`src/rtl/core/bpd_pkg.sv`:
```
// Shared types, codes and helpers for the Bezier point and derivatives unit.
package bpd_pkg;

	localparam int MAX_POINTS_DEF  = 8;
	localparam int T_FRAC_BITS_DEF = 16;
	localparam int COORD_W         = 32;
	localparam int T_PORT_W        = 17;
	localparam int IDX_W           = 3;
	localparam int PADDR_W         = 3;
	localparam int PDATA_W         = 32;
	localparam int PC_W            = 4;

	// request kinds
	localparam logic KIND_WRITE = 1'b0;
	localparam logic KIND_EVAL  = 1'b1;

	// register byte addresses
	localparam logic [PADDR_W-1:0] REG_POINT_COUNT = 3'd0;

	// three coordinates x, y, z as index 0, 1, 2
	typedef logic [2:0][COORD_W-1:0] vec3_t;

	// per-cycle commands to the cell chain
	typedef struct packed {
		logic wr;
		logic load;
		logic mul;
		logic add;
	} cell_ctl_t;

	typedef enum logic [2:0] {
		ST_IDLE,
		ST_LOAD,
		ST_CHECK,
		ST_MUL,
		ST_ADD,
		ST_FIN1,
		ST_FIN2
	} bpd_state_t;

	// clamp a wide signed value to the 32-bit coordinate range
	function automatic logic [COORD_W-1:0] sat32(input logic signed [79:0] v);
		logic signed [79:0] hi;
		logic signed [79:0] lo;
		hi = 80'sd2147483647;
		lo = -80'sd2147483648;
		if (v > hi) begin
			sat32 = 32'h7fff_ffff;
		end else if (v < lo) begin
			sat32 = 32'h8000_0000;
		end else begin
			sat32 = v[COORD_W-1:0];
		end
	endfunction

endpackage

```
`src/rtl/core/bpd_cell.sv`:
```
// One cell of the de Casteljau chain: a stored control point and a working point.
module bpd_cell #(
	parameter int T_FRAC_BITS = bpd_pkg::T_FRAC_BITS_DEF,
	parameter int CELL_INDEX  = 0
) (
	input  logic                        clk,
	input  bpd_pkg::cell_ctl_t          ctl,
	input  logic [bpd_pkg::IDX_W-1:0]   wr_idx,
	input  bpd_pkg::vec3_t              wr_pt,
	input  logic [T_FRAC_BITS:0]        t_val,
	input  bpd_pkg::vec3_t              nb_w,
	output bpd_pkg::vec3_t              w
);
	import bpd_pkg::*;

	localparam int PW = COORD_W + T_FRAC_BITS + 3;

	vec3_t                store_q;
	vec3_t                work_q;
	logic signed [PW-1:0] prod_q [3];
	logic signed [PW-1:0] rnd    [3];
	logic signed [T_FRAC_BITS+1:0] t_s;

	assign t_s = {1'b0, t_val};
	assign w   = work_q;

	// control point store
	always_ff @(posedge clk) begin
		if (ctl.wr && (32'(wr_idx) == CELL_INDEX)) begin
			store_q <= wr_pt;
		end
	end

	// rounded step toward the neighbor: floor((d*t + half) / 2^F)
	always_comb begin
		for (int k = 0; k < 3; k++) begin
			rnd[k] = (prod_q[k] + (PW'(1) <<< (T_FRAC_BITS - 1))) >>> T_FRAC_BITS;
		end
	end

	// multiply stage, then add stage
	always_ff @(posedge clk) begin
		for (int k = 0; k < 3; k++) begin
			if (ctl.mul) begin
				prod_q[k] <= PW'($signed({nb_w[k][COORD_W-1], nb_w[k]})
					- $signed({work_q[k][COORD_W-1], work_q[k]})) * PW'(t_s);
			end
		end
		if (ctl.load) begin
			work_q <= store_q;
		end else if (ctl.add) begin
			for (int k = 0; k < 3; k++) begin
				work_q[k] <= work_q[k] + rnd[k][COORD_W-1:0];
			end
		end
	end

endmodule

```
`config.mk`:
```
export PLATFORM = sky130hd
export DESIGN_NAME = bpd_cell
export DESIGN_NICKNAME = d
export VERILOG_FILES = /design/src/rtl/core/bpd_pkg.sv /design/src/rtl/core/bpd_cell.sv
export SDC_FILE = /design/constraint.sdc
export NUM_CORES = 2
export LEC_CHECK = 0
export ABC_CLOCK_PERIOD_IN_PS = 38400
export BUFFER_PORTS_ARGS = -buffer_cell sky130_fd_sc_hd__buf_2
export CORE_ASPECT_RATIO = 0.8
export CORE_UTILIZATION = 40
export DETAILED_ROUTE_END_ITERATION = 16
export GPL_TIMING_DRIVEN = 1
export PLACE_DENSITY_LB_ADDON = 0.2
export SLEW_MARGIN = 20
export SYNTH_ARGS = -nofsm -noshare
export SYNTH_HDL_FRONTEND = slang
export SYNTH_SLANG_ARGS = --single-unit
```
`constraint.sdc`:
```
create_clock -name clk -period 38.4 [get_ports clk]
set_input_delay 3.84 -clock clk [delete_from_list [all_inputs] [get_ports clk]]
set_output_delay 3.84 -clock clk [all_outputs]
set_load 0.01 [all_outputs]
```
==> impl_metrics.ini <==
[timing]
clock.fmax_mhz = 75.0
hold_viol_final = 0
fin_crit_sh_pct = 34.7
maxSlewViolCount = 0
fin_worst_skew_ns = 0.0259
period_minus_slack_ns = 13.33
rsz0062_at_grt = no
setup_viol = 0
slew_headroom_pct = 24.0
worst_slew_pin_slew_ns = 1.13
setup_tns_ns = 0

[yosys]
synth_edf_count = 291
yosysWarnings = 0
post_synth_instance_area_sq_mm = 0.0782
async_reset_ff_share_pct = 0
postSynthAreaPerCell_sq_um = 8.94
synth.distinct_cells = 89
yosys_most_used_dff = edfxtp_1
synth_top_area_share_pct = 39.7
synth_area_leaders = fa_1, edfxtp_1, inv_1
synthCells = 8746
synth_nets = 11033
ys_seq_area_share_pct = 11.2
ys_seq_elements = 291
yosysTopAreaCell = fa_1

[die]
core-area_sq_mm = 0.193
io-pin-count = 313
dieArea_sq_mm = 0.197
rows = 144
start_util_pct = 40.4
die_y_um = 397
die_x_um = 496

[global_route]
grt_pass1_wl_mm = 379
antenna_found_initial = 8
grt_pass1_vias = 62837
grt_max_degree = 90
gr-usage-all-layers_pct = 25.3
gr-total-overflow = 0

[layout]
fillers = 19139
area_growth_pct = 7.84
nNetsFinal = 11162
drive_above_1_share_pct = 7.48

[setup_path]
required_ns = 38.76
start_kind = primary input
crit_fanout = 40
max_stage_delay_ns = 0.99
end_kind = flip-flop
worstPathArrival_ns = 13.68
crit_top_cell = fa_1
worstSetupPathType = in -> reg
crit_path_top_delay_cell = ha_1

[clock_network]
cts-buffers-inserted = 39
path_clk_slew_ns = 0.06
postCtsSetupRepairBufs = 0
cts_hold_buf = 0
root_buffer = clkbuf_16
cts.sinks = 291
htreeDepth = 2
cts_resized = 0
clk_latency_ns = 0.64
cts_tree = done
cts_buffer_depth = 3

[drt]
antenna_left = 0
route.detailed.drc = 0
avgRoutedWirePerCell_um = 21.2
firstDrtPassIters = 6
viasPerCell = 5.24
vias = 60071
drt_iter0_markers = 4472
routed_wl_mm = 244

[placed_design]
place_hpwl_mm = 186
gp_congestion = 0.893
io_buffers = 312

[outcome]
status = finished, final reports clean

[flow_run]
max-cap-violations = 0

[worst_hold_path]
hp-class = reg -> reg
## Yosys cell counts (8+ instances only)
cell and count:
nand3_1 93, edfxtp_1 291, nand2b_1 78, a311oi_1 31, nor2b_1 39, inv_1 1998, a31oi_1 40, nor4_1 27
nor3b_1 13, a21o_1 129, or2_2 20, o311ai_0 10, or3_1 19, o21bai_1 31, fa_1 1548, and4_1 8
o32ai_1 12, o21ai_0 181, nor4b_1 9, mux2_2 32, a211o_1 12, nor2_1 287, a21oi_1 254, xor2_1 118
mux2i_1 19, a2111oi_0 17, ha_1 522, clkbuf_1 366, o21a_1 51, nor3_1 112, nand2_1 1097, buf_2 13
a311o_1 11, o31ai_1 19, and3_1 52, a211oi_1 20, and2_1 691, xnor2_1 244, o211ai_1 60, nand4_1 44
## layout by cell type, fill, tap and decap left out, types with 13 or more instances in the layout
master	n
inv_1	1995
fa_1	1548
nand2_1	1097
and2_1	691
ha_1	522
buf_2	303
edfxtp_1	291
nor2_1	282
a21oi_1	253
xnor2_1	229
o21ai_0	181
buf_4	169
a21o_1	129
nor3_1	111
xor2_1	104
nand3_1	93
nand2b_1	78
o211ai_1	60
and3_1	52
o21a_1	51
nand4_1	44
a31oi_1	40
clkbuf_16	40
nor2b_1	37
mux2_2	32
o21bai_1	31
a311oi_1	31
nor4_1	26
mux2i_1	19
o31ai_1	19
a211oi_1	19
or2_2	19
or3_1	19
a2111oi_0	16
xnor2_2	15
xor2_2	14
nor3b_1	13
## worst max-delay path: cells and delay by family
kind                     cells  cell delay (ns)
XOR/XNOR                     2             0.41
AO/OA/AOI/OAI                9             2.88
AND/OR/NAND/NOR              6             1.86
adder cells (fa/ha/maj)      8             4.14
buffers and inverters        6             0.51
## per-stage QoR
stage | setup WS (ns) | hold slack (ns) | utilization [%] | instances | area [sq um]
floorplan | 23.74 | 0.487 | - | 8746 | 78200
global placement | 24.53 | 0.511 | 42.9 | 11389 | 83000
detailed placement | 24.42 | 0.514 | 42.9 | 11389 | 83000
CTS | 25.07 | 0.528 | 43.6 | 11460 | 84200
global route | 24.66 | 0.539 | 43.6 | 11460 | 84300
finish | 25.07 | 0.525 | 43.6 | 11466 | 84300
## area by class of cell
class	instances	area, sq um	area share (%)
Sequential cell	291	8740	10.4
Antenna cell	6	15.0	0.0178
Clock inverter	26	218	0.258
Multi-Input combinational cell	6060	60700	72.0
Tap cell	2555	3200	3.79
Timing Repair Buffer	479	2910	3.45
Inverter	2004	7520	8.92
Clock buffer	45	1020	1.21
## worst paths after layout
check,from,slack [ns],cells past startpoint,to
max,nb_w[15],25.07,31,prod_q[0][47]
min,store_q[94],0.52,2,w[94]
max reg2reg,w[15],27.75,31,prod_q[0][47]
min reg2reg,store_q[94],0.52,2,w[94]
## flip-flops by register name, summed over array words and instances (netlist names)
signal,cells
prod_q,99
w,96
store_q,96
## metal layers
metal,GRT usage [%],share of wire (%)
met1,36.1,45
met3,4.15,7.5
met4,6.41,2.6
met5,0,0.0090
met2,39.7,45
## logic make-up (layout without fill, tap and decap cells)
family,Yosys count,count (layout),share of synthesized area [%]
buf+inv,2395,2554,11.5
fa+ha+maj,2070,2070,48.0
compound gates,967,967,8.23
mux,51,51,0.704
other cells,0,6,0
xor+xnor,363,363,4.09
simple gates,2609,2609,16.2
flops,291,291,11.2
Power is not shown: default switching activity piles up to over one toggle a cycle in this logic, so the estimate is an artifact.
